==> src/rtl/ifeq_pkg.sv <==
// Shared widths, types and reset constants of the interval frequency estimator.
package ifeq_pkg;

   localparam int SEQ_W  = 32;
   localparam int CNT_W  = 32;
   localparam int MEAN_W = 40;
   localparam int ERR_W  = 41;
   localparam int FRAC_W = 8;

   localparam int WINDOW_SPAN_DEFAULT = 16;
   localparam int BLOCK_SPAN_DEFAULT  = 16;

   localparam logic [CNT_W-1:0] NOMINAL_RESET = CNT_W'(10000000);

   typedef logic [SEQ_W-1:0]         seq_type;
   typedef logic [CNT_W-1:0]         count_type;
   typedef logic [MEAN_W-1:0]        mean_type;
   typedef logic signed [ERR_W-1:0]  error_type;

endpackage

==> src/rtl/ifeq_channels.sv <==
// Handshake channel interfaces: request items, result items and the register write port.
interface ifeq_req_if;
   import ifeq_pkg::*;

   logic      valid;
   logic      ready;
   seq_type   close_seq;
   count_type edge_count;
   logic      gate_ok;

   modport source (output valid, output close_seq, output edge_count,
                   output gate_ok, input ready);
   modport sink   (input valid, input close_seq, input edge_count,
                   input gate_ok, output ready);
endinterface

interface ifeq_rsp_if;
   import ifeq_pkg::*;

   logic      valid;
   logic      ready;
   seq_type   echo_seq;
   logic      window_ready;
   mean_type  window_mean;
   seq_type   window_first_sequence;
   logic      block_ready;
   mean_type  block_mean;
   error_type block_error;
   seq_type   block_first_sequence;

   modport source (output valid, output echo_seq, output window_ready,
                   output window_mean, output window_first_sequence,
                   output block_ready, output block_mean, output block_error,
                   output block_first_sequence, input ready);
   modport sink   (input valid, input echo_seq, input window_ready,
                   input window_mean, input window_first_sequence,
                   input block_ready, input block_mean, input block_error,
                   input block_first_sequence, output ready);
endinterface

interface ifeq_csr_if;
   import ifeq_pkg::*;

   logic      valid;
   logic      ready;
   count_type nominal_count;

   modport source (output valid, output nominal_count, input ready);
   modport sink   (input valid, input nominal_count, output ready);
endinterface

==> src/rtl/ifeq_ram.sv <==
// Generic single-clock RAM with one write port and one registered read port.
module ifeq_ram #(
   parameter int WIDTH = 32,
   parameter int DEPTH = 16
) (
   input  logic                                      clock,
   input  logic                                      wr_en,
   input  logic [((DEPTH > 1) ? $clog2(DEPTH) : 1)-1:0] wr_addr,
   input  logic [WIDTH-1:0]                          wr_data,
   input  logic                                      rd_en,
   input  logic [((DEPTH > 1) ? $clog2(DEPTH) : 1)-1:0] rd_addr,
   output logic [WIDTH-1:0]                          rd_data
);

   logic [WIDTH-1:0] mem_ff [DEPTH];
   logic [WIDTH-1:0] rd_data_ff;

   always_ff @(posedge clock) begin
      if (wr_en) begin
         mem_ff[wr_addr] <= wr_data;
      end
      if (rd_en) begin
         rd_data_ff <= mem_ff[rd_addr];
      end
   end

   assign rd_data = rd_data_ff;

endmodule

==> src/rtl/ifeq_mean_div.sv <==
// Three-stage pipelined fixed-point mean: floor(dividend * 2^FRAC / SPAN) by reciprocal.
module ifeq_mean_div #(
   parameter int SPAN  = 16,
   parameter int IN_W  = 36,
   parameter int OUT_W = 40,
   parameter int FRAC  = 8
) (
   input  logic             clock,
   input  logic             advance,
   input  logic [IN_W-1:0]  dividend,
   output logic [OUT_W-1:0] quotient
);

   localparam int N    = IN_W + FRAC;
   localparam int K    = N + $clog2(SPAN);
   localparam int MW   = N + 1;
   localparam int P_W  = IN_W + MW;
   localparam int DL   = (IN_W + 1) / 2;
   localparam int DH   = IN_W - DL;
   localparam int ML   = (MW + 1) / 2;
   localparam int MH   = MW - ML;

   localparam logic [K:0]    POW        = (K+1)'(1) << K;
   localparam logic [K:0]    RECIP_FULL = (POW + (K+1)'(SPAN - 1)) / (K+1)'(SPAN);
   localparam logic [MW-1:0] RECIP      = RECIP_FULL[MW-1:0];
   localparam logic [ML-1:0] RECIP_LO   = RECIP[ML-1:0];
   localparam logic [MH-1:0] RECIP_HI   = RECIP[MW-1:ML];

   logic [DL+ML-1:0] pll_ff;
   logic [DL+MH-1:0] plh_ff;
   logic [DH+ML-1:0] phl_ff;
   logic [DH+MH-1:0] phh_ff;
   logic [P_W-1:0]   sa_ff;
   logic [P_W-1:0]   sb_ff;
   logic [P_W-1:0]   total;
   logic [OUT_W-1:0] quotient_ff;

   assign total = sa_ff + sb_ff;

   always_ff @(posedge clock) begin
      if (advance) begin
         pll_ff      <= (DL+ML)'(dividend[DL-1:0]) * (DL+ML)'(RECIP_LO);
         plh_ff      <= (DL+MH)'(dividend[DL-1:0]) * (DL+MH)'(RECIP_HI);
         phl_ff      <= (DH+ML)'(dividend[IN_W-1:DL]) * (DH+ML)'(RECIP_LO);
         phh_ff      <= (DH+MH)'(dividend[IN_W-1:DL]) * (DH+MH)'(RECIP_HI);
         sa_ff       <= P_W'(pll_ff) + (P_W'(plh_ff) << ML);
         sb_ff       <= (P_W'(phl_ff) << DL) + (P_W'(phh_ff) << (DL + ML));
         quotient_ff <= total[K-FRAC +: OUT_W];
      end
   end

   assign quotient = quotient_ff;

endmodule

==> src/rtl/interval_frequency_estimator_core.sv <==
// Top level of the interval frequency estimator: sliding window and block means of edge counts.
//
// Each request item carries one gate interval: its closing sequence, edge count and a
// valid flag. Every request item gives exactly one result item on the rsp channel.
// An invalid item or a zero count clears the window and the block accumulator; its
// result echoes the sequence with all other fields zero. Once the window holds
// WINDOW_SPAN counts each result carries the window mean (8 fraction bits) and the
// sequence before the window's first interval. Every BLOCK_SPAN intervals a result
// carries the block mean, the block error against BLOCK_SPAN times the nominal count,
// and the sequence before the block's first interval; the block then restarts.
// The csr channel writes the nominal count; it is always ready. The user must write it
// only while no item is in flight; the block itself does not enforce this.
// Throughput: one item per cycle while the receiver does not stall. A request item
// passes the count-ring read, then the update of the ring and running sums, then the
// reciprocal multiply of the means (partial products, partial sums, quotient).
// When the receiver stalls, the whole pipeline holds and req ready drops.
// Reset clears the running state and loads the nominal count of 10000000; ring
// contents are not cleared and need no clearing pass.
module interval_frequency_estimator_core #(
   parameter int WINDOW_SPAN = ifeq_pkg::WINDOW_SPAN_DEFAULT,
   parameter int BLOCK_SPAN  = ifeq_pkg::BLOCK_SPAN_DEFAULT
) (
   input  logic        clock,
   input  logic        reset,
   ifeq_req_if.sink    req_ch,
   ifeq_rsp_if.source  rsp_ch,
   ifeq_csr_if.sink    csr_ch
);
   import ifeq_pkg::*;

   localparam int PTR_W   = (WINDOW_SPAN > 1) ? $clog2(WINDOW_SPAN) : 1;
   localparam int WFILL_W = $clog2(WINDOW_SPAN + 1);
   localparam int BFILL_W = $clog2(BLOCK_SPAN + 1);
   localparam int WSUM_W  = CNT_W + $clog2(WINDOW_SPAN);
   localparam int BSUM_W  = CNT_W + $clog2(BLOCK_SPAN);
   localparam int EXP_W   = CNT_W + $clog2(BLOCK_SPAN);

   localparam logic [EXP_W-1:0] EXPECT_RESET = EXP_W'(EXP_W'(NOMINAL_RESET) * EXP_W'(BLOCK_SPAN));

   typedef struct packed {
      seq_type echo_seq;
      logic    window_ready;
      seq_type window_first_sequence;
      logic    block_ready;
      seq_type block_first_sequence;
   } side_type;

   logic en;
   logic accept;
   logic req_ok;

   logic [PTR_W-1:0]   ptr_ff, ptr_in;
   logic               fwd_ff;
   count_type          fwd_data_ff;

   logic               s1_v_ff;
   seq_type            s1_seq_ff;
   count_type          s1_cnt_ff;
   logic               s1_ok_ff;
   logic [PTR_W-1:0]   s1_slot_ff;

   logic [WSUM_W-1:0]  wsum_ff;
   logic [WFILL_W-1:0] wfill_ff;
   seq_type            wstart_ff;
   logic [BSUM_W-1:0]  bsum_ff;
   logic [BFILL_W-1:0] bfill_ff;
   seq_type            bstart_ff;
   logic [EXP_W-1:0]   expect_ff;

   count_type          ram_rd_data;
   count_type          old_cnt;
   logic               wfull;
   seq_type            wstart_base;
   logic [WFILL_W-1:0] wfill_nx;
   seq_type            wstart_nx;
   logic [WSUM_W-1:0]  wsum_nx;
   logic               wready;
   seq_type            bstart_nx;
   logic [BSUM_W-1:0]  bsum_acc;
   logic [BFILL_W-1:0] bfill_acc;
   logic               bdone;
   logic               s1_update;

   logic               p1_v_ff;
   side_type           p1_side_ff, p1_side_in;
   logic [WSUM_W-1:0]  p1_wsum_ff;
   logic [BSUM_W-1:0]  p1_bsum_ff;
   logic               p2_v_ff;
   side_type           p2_side_ff;
   error_type          p2_err_ff, p2_err_in;
   logic               p3_v_ff;
   side_type           p3_side_ff;
   error_type          p3_err_ff;
   logic               rsp_v_ff;
   side_type           rsp_side_ff;
   error_type          rsp_err_ff;
   mean_type           wmean;
   mean_type           bmean;

   assign en       = !rsp_v_ff || rsp_ch.ready;
   assign accept   = req_ch.valid && en;
   assign req_ok   = req_ch.gate_ok && (req_ch.edge_count != '0);
   assign req_ch.ready = en;
   assign csr_ch.ready = 1'b1;

   always_comb begin
      ptr_in = ptr_ff;
      if (accept) begin
         if (!req_ok || (ptr_ff == PTR_W'(WINDOW_SPAN - 1))) begin
            ptr_in = '0;
         end else begin
            ptr_in = ptr_ff + PTR_W'(1);
         end
      end
   end

   ifeq_ram #(
      .WIDTH (CNT_W),
      .DEPTH (WINDOW_SPAN)
   ) u_ring (
      .clock   (clock),
      .wr_en   (s1_update && s1_ok_ff),
      .wr_addr (s1_slot_ff),
      .wr_data (s1_cnt_ff),
      .rd_en   (accept),
      .rd_addr (ptr_ff),
      .rd_data (ram_rd_data)
   );

   assign s1_update = s1_v_ff && en;

   always_comb begin
      old_cnt     = fwd_ff ? fwd_data_ff : ram_rd_data;
      wfull       = (wfill_ff == WFILL_W'(WINDOW_SPAN));
      wstart_base = (wfill_ff == '0) ? (s1_seq_ff - SEQ_W'(1)) : wstart_ff;
      wfill_nx    = wfull ? wfill_ff : (wfill_ff + WFILL_W'(1));
      wstart_nx   = wfull ? (wstart_base + SEQ_W'(1)) : wstart_base;
      wsum_nx     = wsum_ff - (wfull ? WSUM_W'(old_cnt) : '0) + WSUM_W'(s1_cnt_ff);
      wready      = s1_ok_ff && (wfill_nx == WFILL_W'(WINDOW_SPAN));
      bstart_nx   = (bfill_ff == '0) ? (s1_seq_ff - SEQ_W'(1)) : bstart_ff;
      bsum_acc    = bsum_ff + BSUM_W'(s1_cnt_ff);
      bfill_acc   = bfill_ff + BFILL_W'(1);
      bdone       = s1_ok_ff && (bfill_acc == BFILL_W'(BLOCK_SPAN));

      p1_side_in.echo_seq              = s1_seq_ff;
      p1_side_in.window_ready          = wready;
      p1_side_in.window_first_sequence = wready ? wstart_nx : '0;
      p1_side_in.block_ready           = bdone;
      p1_side_in.block_first_sequence  = bdone ? bstart_nx : '0;
   end

   always_ff @(posedge clock) begin
      if (reset) begin
         ptr_ff    <= '0;
         fwd_ff    <= 1'b0;
         s1_v_ff   <= 1'b0;
         wsum_ff   <= '0;
         wfill_ff  <= '0;
         wstart_ff <= '0;
         bsum_ff   <= '0;
         bfill_ff  <= '0;
         bstart_ff <= '0;
         expect_ff <= EXPECT_RESET;
         p1_v_ff   <= 1'b0;
         p2_v_ff   <= 1'b0;
         p3_v_ff   <= 1'b0;
         rsp_v_ff  <= 1'b0;
      end else begin
         ptr_ff <= ptr_in;
         if (csr_ch.valid) begin
            expect_ff <= EXP_W'(EXP_W'(csr_ch.nominal_count) * EXP_W'(BLOCK_SPAN));
         end
         // forward a write that lands on the slot being read at the same edge
         if (accept) begin
            fwd_ff <= s1_update && s1_ok_ff && (s1_slot_ff == ptr_ff);
         end
         if (s1_update) begin
            if (!s1_ok_ff) begin
               wsum_ff   <= '0;
               wfill_ff  <= '0;
               wstart_ff <= '0;
               bsum_ff   <= '0;
               bfill_ff  <= '0;
               bstart_ff <= '0;
            end else begin
               wsum_ff   <= wsum_nx;
               wfill_ff  <= wfill_nx;
               wstart_ff <= wstart_nx;
               bsum_ff   <= bdone ? '0 : bsum_acc;
               bfill_ff  <= bdone ? '0 : bfill_acc;
               bstart_ff <= bstart_nx;
            end
         end
         if (en) begin
            s1_v_ff  <= req_ch.valid;
            p1_v_ff  <= s1_v_ff;
            p2_v_ff  <= p1_v_ff;
            p3_v_ff  <= p2_v_ff;
            rsp_v_ff <= p3_v_ff;
         end
      end
   end

   assign p2_err_in = p1_side_ff.block_ready ?
                      $signed(ERR_W'(p1_bsum_ff) - ERR_W'(expect_ff)) : '0;

   always_ff @(posedge clock) begin
      if (accept) begin
         fwd_data_ff <= s1_cnt_ff;
         s1_seq_ff   <= req_ch.close_seq;
         s1_cnt_ff   <= req_ch.edge_count;
         s1_ok_ff    <= req_ok;
         s1_slot_ff  <= ptr_ff;
      end
      if (en) begin
         p1_side_ff  <= p1_side_in;
         p1_wsum_ff  <= wready ? wsum_nx : '0;
         p1_bsum_ff  <= bdone ? bsum_acc : '0;
         p2_side_ff  <= p1_side_ff;
         p2_err_ff   <= p2_err_in;
         p3_side_ff  <= p2_side_ff;
         p3_err_ff   <= p2_err_ff;
         rsp_side_ff <= p3_side_ff;
         rsp_err_ff  <= p3_err_ff;
      end
   end

   ifeq_mean_div #(
      .SPAN  (WINDOW_SPAN),
      .IN_W  (WSUM_W),
      .OUT_W (MEAN_W),
      .FRAC  (FRAC_W)
   ) u_window_div (
      .clock    (clock),
      .advance  (en),
      .dividend (p1_wsum_ff),
      .quotient (wmean)
   );

   ifeq_mean_div #(
      .SPAN  (BLOCK_SPAN),
      .IN_W  (BSUM_W),
      .OUT_W (MEAN_W),
      .FRAC  (FRAC_W)
   ) u_block_div (
      .clock    (clock),
      .advance  (en),
      .dividend (p1_bsum_ff),
      .quotient (bmean)
   );

   assign rsp_ch.valid                 = rsp_v_ff;
   assign rsp_ch.echo_seq              = rsp_side_ff.echo_seq;
   assign rsp_ch.window_ready          = rsp_side_ff.window_ready;
   assign rsp_ch.window_mean           = wmean;
   assign rsp_ch.window_first_sequence = rsp_side_ff.window_first_sequence;
   assign rsp_ch.block_ready           = rsp_side_ff.block_ready;
   assign rsp_ch.block_mean            = bmean;
   assign rsp_ch.block_error           = rsp_err_ff;
   assign rsp_ch.block_first_sequence  = rsp_side_ff.block_first_sequence;

   a_wfill_bound: assert property (@(posedge clock) disable iff (reset)
      wfill_ff <= WFILL_W'(WINDOW_SPAN))
      else $error("window fill beyond span");

   a_bfill_bound: assert property (@(posedge clock) disable iff (reset)
      bfill_ff < BFILL_W'(BLOCK_SPAN))
      else $error("block fill reached span without restart");

   a_block_restart: assert property (@(posedge clock) disable iff (reset)
      (s1_update && bdone) |=> (bfill_ff == '0) && (bsum_ff == '0))
      else $error("block accumulator not cleared after completion");

   a_clear_item: assert property (@(posedge clock) disable iff (reset)
      (s1_update && !s1_ok_ff) |=> (wfill_ff == '0) && (wsum_ff == '0))
      else $error("invalid item did not clear window state");

endmodule

==> src/flat_wrapper.sv <==
// flat-port wrapper written by rule: the top's interface ports become plain ports
module interval_frequency_estimator_core_flat import ifeq_pkg::*;
#(
   parameter int WINDOW_SPAN = ifeq_pkg::WINDOW_SPAN_DEFAULT,
   parameter int BLOCK_SPAN  = ifeq_pkg::BLOCK_SPAN_DEFAULT
)
  (clock, reset, req_ch_valid, req_ch_close_seq, req_ch_edge_count, req_ch_gate_ok, req_ch_ready, rsp_ch_valid, rsp_ch_echo_seq, rsp_ch_window_ready, rsp_ch_window_mean, rsp_ch_window_first_sequence, rsp_ch_block_ready, rsp_ch_block_mean, rsp_ch_block_error, rsp_ch_block_first_sequence, rsp_ch_ready, csr_ch_valid, csr_ch_nominal_count, csr_ch_ready);
  ifeq_req_if req_ch_i ();
  ifeq_rsp_if rsp_ch_i ();
  ifeq_csr_if csr_ch_i ();
  input  logic clock;
  input  logic reset;
  input wire logic [$bits(req_ch_i.valid)-1:0] req_ch_valid;
  input wire logic [$bits(req_ch_i.close_seq)-1:0] req_ch_close_seq;
  input wire logic [$bits(req_ch_i.edge_count)-1:0] req_ch_edge_count;
  input wire logic [$bits(req_ch_i.gate_ok)-1:0] req_ch_gate_ok;
  output wire logic [$bits(req_ch_i.ready)-1:0] req_ch_ready;
  output wire logic [$bits(rsp_ch_i.valid)-1:0] rsp_ch_valid;
  output wire logic [$bits(rsp_ch_i.echo_seq)-1:0] rsp_ch_echo_seq;
  output wire logic [$bits(rsp_ch_i.window_ready)-1:0] rsp_ch_window_ready;
  output wire logic [$bits(rsp_ch_i.window_mean)-1:0] rsp_ch_window_mean;
  output wire logic [$bits(rsp_ch_i.window_first_sequence)-1:0] rsp_ch_window_first_sequence;
  output wire logic [$bits(rsp_ch_i.block_ready)-1:0] rsp_ch_block_ready;
  output wire logic [$bits(rsp_ch_i.block_mean)-1:0] rsp_ch_block_mean;
  output wire logic [$bits(rsp_ch_i.block_error)-1:0] rsp_ch_block_error;
  output wire logic [$bits(rsp_ch_i.block_first_sequence)-1:0] rsp_ch_block_first_sequence;
  input wire logic [$bits(rsp_ch_i.ready)-1:0] rsp_ch_ready;
  input wire logic [$bits(csr_ch_i.valid)-1:0] csr_ch_valid;
  input wire logic [$bits(csr_ch_i.nominal_count)-1:0] csr_ch_nominal_count;
  output wire logic [$bits(csr_ch_i.ready)-1:0] csr_ch_ready;
  assign req_ch_i.valid = req_ch_valid;
  assign req_ch_i.close_seq = req_ch_close_seq;
  assign req_ch_i.edge_count = req_ch_edge_count;
  assign req_ch_i.gate_ok = req_ch_gate_ok;
  assign req_ch_ready = req_ch_i.ready;
  assign rsp_ch_valid = rsp_ch_i.valid;
  assign rsp_ch_echo_seq = rsp_ch_i.echo_seq;
  assign rsp_ch_window_ready = rsp_ch_i.window_ready;
  assign rsp_ch_window_mean = rsp_ch_i.window_mean;
  assign rsp_ch_window_first_sequence = rsp_ch_i.window_first_sequence;
  assign rsp_ch_block_ready = rsp_ch_i.block_ready;
  assign rsp_ch_block_mean = rsp_ch_i.block_mean;
  assign rsp_ch_block_error = rsp_ch_i.block_error;
  assign rsp_ch_block_first_sequence = rsp_ch_i.block_first_sequence;
  assign rsp_ch_i.ready = rsp_ch_ready;
  assign csr_ch_i.valid = csr_ch_valid;
  assign csr_ch_i.nominal_count = csr_ch_nominal_count;
  assign csr_ch_ready = csr_ch_i.ready;
  interval_frequency_estimator_core #(.WINDOW_SPAN(WINDOW_SPAN), .BLOCK_SPAN(BLOCK_SPAN)) u_core (.clock(clock), .reset(reset), .req_ch(req_ch_i), .rsp_ch(rsp_ch_i), .csr_ch(csr_ch_i));
endmodule
==> config.mk <==
export PLATFORM = sky130hd
export DESIGN_NAME = interval_frequency_estimator_core_flat
export DESIGN_NICKNAME = d
export VERILOG_FILES = /design/src/rtl/ifeq_pkg.sv /design/src/rtl/ifeq_channels.sv /design/src/rtl/ifeq_ram.sv /design/src/rtl/ifeq_mean_div.sv /design/src/rtl/interval_frequency_estimator_core.sv /design/src/flat_wrapper.sv
export SDC_FILE = /design/constraint.sdc
export NUM_CORES = 2
export LEC_CHECK = 0
export BUFFER_PORTS_ARGS = -buffer_cell sky130_fd_sc_hd__buf_4
export CAP_MARGIN = 40
export CORE_UTILIZATION = 61
export DETAILED_ROUTE_END_ITERATION = 8
export PLACE_DENSITY = 0.86
export SYNTH_ARGS = -nofsm -noshare
export SYNTH_HDL_FRONTEND = slang
export SYNTH_HIERARCHICAL = 1
export SYNTH_SLANG_ARGS = --single-unit
==> constraint.sdc <==
create_clock -name clock -period 34.4 [get_ports clock]
set_input_delay 5.16 -clock clock [delete_from_list [all_inputs] [get_ports clock]]
set_output_delay 5.16 -clock clock [all_outputs]
set_load 0.005 [all_outputs]
## After elaboration in Yosys (flattened, before gate mapping)

Memory sizes are Yosys's and may differ from the RTL's. A register that Yosys moved wholly into a read port is not among the register bits.
Index checks and enable logic that the tools add are counted.

- Flip-flop bits (word level): 1100
- Memory bits (writable): 512
- Logic and storage cells: 102
- Memories: 1

Memories:

| memory | depth | bits a word | read ports | clocked after memory_dff | write ports | RTL line | source |
|---|---|---|---|---|---|---|---|
| u_core.u_ring.mem_ff | 16 | 32 | 1 | 1 | 1 | ifeq_ram.sv:15 | `logic [WIDTH-1:0] mem_ff [DEPTH];` |

- Add/subtract/negate cells: 11
- Eq/ne operators: 5
- Multiplexer cells: 17
- Reduce and logical (&&, ||, !) cells: 14

Operators by type and width:

| kind | count |
|---|---|
| 32-bit 2-to-1 mux | 7 |
| 62-bit by 80-bit adder with 80-bit output | 2 |
| 36-bit 2-to-1 mux | 3 |
| 36-bit by 32-bit adder with 36-bit output | 2 |
| 36-bit by 36-bit subtractor with 37-bit output | 1 |
| 36-bit subtractor | 1 |
| 32-bit by 1-bit adder with 32-bit output, second input constant | 1 |
| 32-bit nonzero test | 1 |
| 32-bit by 1-bit subtractor with 32-bit output, second input constant | 1 |
| 5-bit 2-to-1 mux | 4 |
| 5-bit equality test, second input constant | 3 |
| 5-bit by 1-bit adder with 5-bit output, second input constant | 2 |
| 5-bit zero test | 2 |
| 1-bit logical AND | 7 |
| 4-bit by 1-bit adder with 4-bit output, second input constant | 1 |
| 4-bit equality test | 1 |
| 4-bit equality test, second input constant | 1 |
| 4-bit 2-to-1 mux | 1 |
| 1-bit zero test | 2 |
| 1-bit logical OR | 2 |
| 1-bit 2-to-1 mux | 2 |

## Longest topological paths before layout

- Depth after elaboration: 6
- Mapped depth: 22
- Mapped depth without buffers: 18

## By module

The synthesis kept the hierarchy.

By module, submodules not included:

| module | times used | cells each | area an instance (µm²) | sequential area each (µm²) |
|---|---|---|---|---|
| interval_frequency_estimator_core | 1 | 2923 | 36645.1 | 24063.1 |
| ifeq_ram | 1 | 838 | 20155.6 | 16335.7 |
| ifeq_mean_div | 2 | 113 | 3276.9 | 3243.1 |

## Least setup slack after synthesis

Ideal clock, no wire load.

- Kind: input port to flip-flop
- From: input port rsp_ch_ready
- To: register u_core.ptr_ff[3]
- Library setup time: 83 ps
- Arrival: 27636 ps
- Required time: 34317 ps
- Setup slack: 6681 ps
- Stages on the path: 7
- Cell sequence: nor2b_1 inv_1 nand2_1 inv_1 nand4_1 xor2_1 nor3_1

- Word-level cells in the longest chain between the ends: 2

Ends and longest elaborated chain:

| what | RTL line | source |
|---|---|---|
| from (decl) | flat_wrapper.sv:27 | `input wire logic [$bits(rsp_ch_i.ready)-1:0] rsp_ch_ready;` |
| 1-bit logical OR | interval_frequency_estimator_core.sv:100 | `assign en = !rsp_v_ff \|\| rsp_ch.ready;` |
| via req_ch_ready | flat_wrapper.sv:17 | `output wire logic [$bits(req_ch_i.ready)-1:0] req_ch_ready;` |
| 1-bit logical AND | interval_frequency_estimator_core.sv:101 | `assign accept = req_ch.valid && en;` |
| via u_core.accept | interval_frequency_estimator_core.sv:49 | `logic accept;` |
| to (signal assigned) | interval_frequency_estimator_core.sv:169 | `ptr_ff <= ptr_in;` |
| to (decl) | interval_frequency_estimator_core.sv:52 | `logic [PTR_W-1:0] ptr_ff, ptr_in;` |

The timed path passes the listed nets, and every way through them passes these cells.
A chain may end at the register's enable or synchronous reset.

## Worst setup path after layout

- From: input port rsp_ch_ready
- To: output port req_ch_ready

- Word-level cells in the longest chain between the ends: 1

Ends and longest elaborated chain:

| what | RTL line |
|---|---|
| 1-bit logical OR | interval_frequency_estimator_core.sv:100 |
| to (decl) | flat_wrapper.sv:17 |

No other way between the ends.

==> results by group <==
Power
  • Peak supply drop: between 0.05 and 0.06 mV
  • Tot Pwr: ~4.1 mW
  • Leak Pwr: between 20 and 30 nW
  • P per Cell Area: between 50 and 60 mW/mm^2

Placement
  • Gp weighted congestion: ~0.92
  • IO Port Bufs: between 300 and 400
  • Detail Placement HPWL: 87.7 mm

Detailed routing
  • Via/cell ratio: between 6 and 7
  • Drt initial violations: roughly 4600
  • Post-route DRC: 0
  • Routed len/inst: approximately 25 um
  • Post-DRT Antenna Nets: 0
  • Via Count: around 36000
  • Number of iterations in the first detailed-routing pass: 7
  • Final wirelength: approximately 150 mm

Setup path
  • Reg-to-reg setup timing slack: 28.98 ns
  • Crit path DAT: 6.47 ns
  • Type of origin of the critical path: primary input
  • Crit. Startpoint: rsp_ch_ready
  • Critical path type: in2out
  • Worst R2R Path Depth: 18
  • FF-to-FF End: u_core/p1_wsum_ff[28]$_SDFFCE_PN0N_
  • Worst Setup End Kind: primary output
  • R2r startpoint: u_core/wfill_ff[0]$_SDFFE_PP0P_
  • Critical path peak fanout: 39
  • Req. time, crit path: 29.24 ns

CTS
  • Maximum root-to-sink buffer count: 3
  • CTS Root Cell: clkbuf_16
  • CTS sink count: approximately 1600
  • Post-cts resize count: 0
  • Total setup buffers inserted after CTS: 0
  • H-tree depth: 4
  • Clock transition at the registers of the reported paths: 0.06 ns
  • Clk Latency, worst-skew pair: around 0.78 ns
  • Num CTS Buffers: approximately 150
  • Cts hold-fix bufs: 0
  • CTS tree: done

Synthesis
  • Top FF cell, synth: edfxtp_1
  • Synthesis warning total: 6
  • Post-Synthesis Cell Area: about 0.063 sq mm
  • Number of synthesized flops with an enable pin: ~1400
  • Yosys cell types: 84
  • #FFs+latches synth: 1624
  • Sequential share of the synthesized area: ~74%
  • Cells after Synth: approximately 4000
  • Synthesized area per cell: between 15 and 20 sq um
  • FFs w/ async S/R, synth: 0%

Worst hold path
  • Hold Path Origin: u_core/p3_err_ff[6]$_DFFE_PN_
  • Cell depth of the worst hold path: 0
  • Worst Hold End: u_core/rsp_ch.block_error[6]$_DFFE_PN_
  • Hold/Removal Path Class: reg2reg

Finish
  • Share of cells above drive strength 1: between 10% and 20%
  • Nets@finish: 4637
  • Fill count: between 5000 and 6000
  • Most common cell after layout, fill and taps aside: edfxtp_1
  • Synthesis-to-layout area growth: 15.0%
  • Register area: approximately 0.047 sq mm
  • Area of the multi-input gates: between 0.015 and 0.02 sq mm
  • Most frequent cells in the layout: edfxtp_1 (1436), buf_4 (390), nor2_1 (385), nand2_1 (217), inv_1 (199)

Global route
  • Pin count of the biggest net entering global routing: 77
  • Initial antenna violation count: 3
  • Vias in the first global route: about 36000
  • First-pass GRT wire length: 218 mm
  • GRT Util Overall: roughly 28%
  • Grt total ovfl: 0

Die
  • # rows: about 120
  • Die area: ~0.11 sq mm
  • Boundary Pins: roughly 320
  • Starting density of the core: between 60% and 70%
  • DIE WIDTH: ~320 um
  • Core area: around 0.10 sq mm
  • Die Y: 324 um

Timing
  • Setup TNS: 0 ns
  • RSZ-0062 raised after global routing: false
  • Final period util: around a third
  • Fmax: ~0.086 GHz
  • Setup violations, final: 0
  • Worst slew pin tran: ~1.0 ns
  • Max_slew headroom: about a third
  • Tmin final: between 10 and 15 ns
  • Final hold viol count: 0
  • Skew final: 0.0492 ns
  • Slew Limit Fails: 0

Flow run
  • Max-cap violations: 0

Outcome
  • Status: completed
[metal layers]
layer  share of wire (%)  vias up  GRT usage, %
met2                  51     2255          48.3
met3                 8.7      405          4.83
met1                  37    18000          36.2
li1                    -    15800             -
met4                 3.6        2          10.8
met5              0.0088        -             0
[sequential cells by signal, indices dropped and copies added, names as in the netlist, 36 cells and up]
register                      flops
u_core/p1_side_ff                98
u_core/p2_side_ff                98
u_core/p2_err_ff                 37
u_core/p1_wsum_ff                36
u_core/p3_err_ff                 37
u_core/p1_bsum_ff                36
u_core/u_window_div/quotient     36
u_core/rsp_ch.block_error        37
u_core/bsum_ff                   36
u_core/u_ring/mem_ff            512
u_core/wsum_ff                   36
u_core/u_block_div/quotient      36
u_core/p3_side_ff                98
[synthesized netlist by cell type (all sizes together), types with 9 or more instances]
master | count | area share (%)
a211oi | 34 | 0.41
a21o | 48 | 0.57
a21oi | 138 | 1.1
a22o | 12 | 0.17
a22oi | 85 | 1.0
a31oi | 11 | 0.13
and2 | 50 | 0.49
and3 | 13 | 0.13
buf | 65 | 0.56
clkbuf | 98 | 0.58
dfxtp | 188 | 5.9
edfxtp | 1436 | 68
fa | 34 | 1.1
ha | 108 | 2.1
inv | 202 | 1.2
mux2i | 64 | 1.0
mux4 | 128 | 4.6
nand2 | 219 | 1.3
nand2b | 19 | 0.19
nand3 | 59 | 0.47
nand4 | 25 | 0.25
nor2 | 398 | 2.4
nor2b | 15 | 0.15
nor3 | 43 | 0.34
nor4 | 23 | 0.26
o211ai | 18 | 0.21
o21a | 19 | 0.23
o21ai | 123 | 0.97
o21bai | 14 | 0.17
o31ai | 9 | 0.13
or3 | 17 | 0.17
xnor2 | 88 | 1.2
xor2 | 68 | 0.94
[metrics by stage]
step	utilization [%]	setup WS (ns)	std cells	cell area, sq um	hold WS (ns)
floorplan	-	6.68	3993	63400	0.400
global placement	65.9	22.93	5588	67400	0.400
detailed placement	66.4	22.85	5607	67900	0.405
CTS	71.2	22.80	5887	72800	0.396
global route	71.2	22.69	5887	72800	0.408
finish	71.2	22.77	5889	72800	0.400
[report_power, final]
part | total (mW) | switching, mW | internal [mW]
Clock | 1.66 | 0.738 | 0.920
Combinational | 0.278 | 0.167 | 0.110
Sequential | 2.21 | 0.0272 | 2.18
Total | 4.15 | 0.933 | 3.21
[cell type report]
class                      count  area share [%]
antenna                        2         0.00687
clock buffer                 204            5.69
clock inverter                76            1.10
inverter                     203            1.06
multi-input combinational   2003            20.8
sequential                  1624            64.4
tap                         1368            2.35
timing repair buffer         409            4.65
[worst max-delay path, stage by stage]
cell and delay, ns:
buf_4 0.13, nor2b_1 0.59, inv_8 0.28, buf_4 0.26
[logic make-up after synthesis]
family | after synthesis | synth area share [%]
muxes | 193 | 5.58
xor gates and xnor gates | 156 | 2.16
buffers and inverters | 366 | 2.34
adders and majority gates | 142 | 3.21
AOI/OAI and AO/OA | 575 | 5.97
and+or+nand+nor | 928 | 6.72
other | 3 | 0.0178
DFF | 1624 | 74.0
[how the worst max path moves through the flow]
stage	endpoint	slack [ns]	depth (start not counted)
floorplan	u_core/ptr_ff[3]$_SDFFE_PP0P_	6.68	7
global placement	req_ch_ready	22.93	4
detailed placement	req_ch_ready	22.85	4
CTS	req_ch_ready	22.80	4
global route	req_ch_ready	22.69	4
finish	req_ch_ready	22.77	4
(Power assumes the default switching activity.)
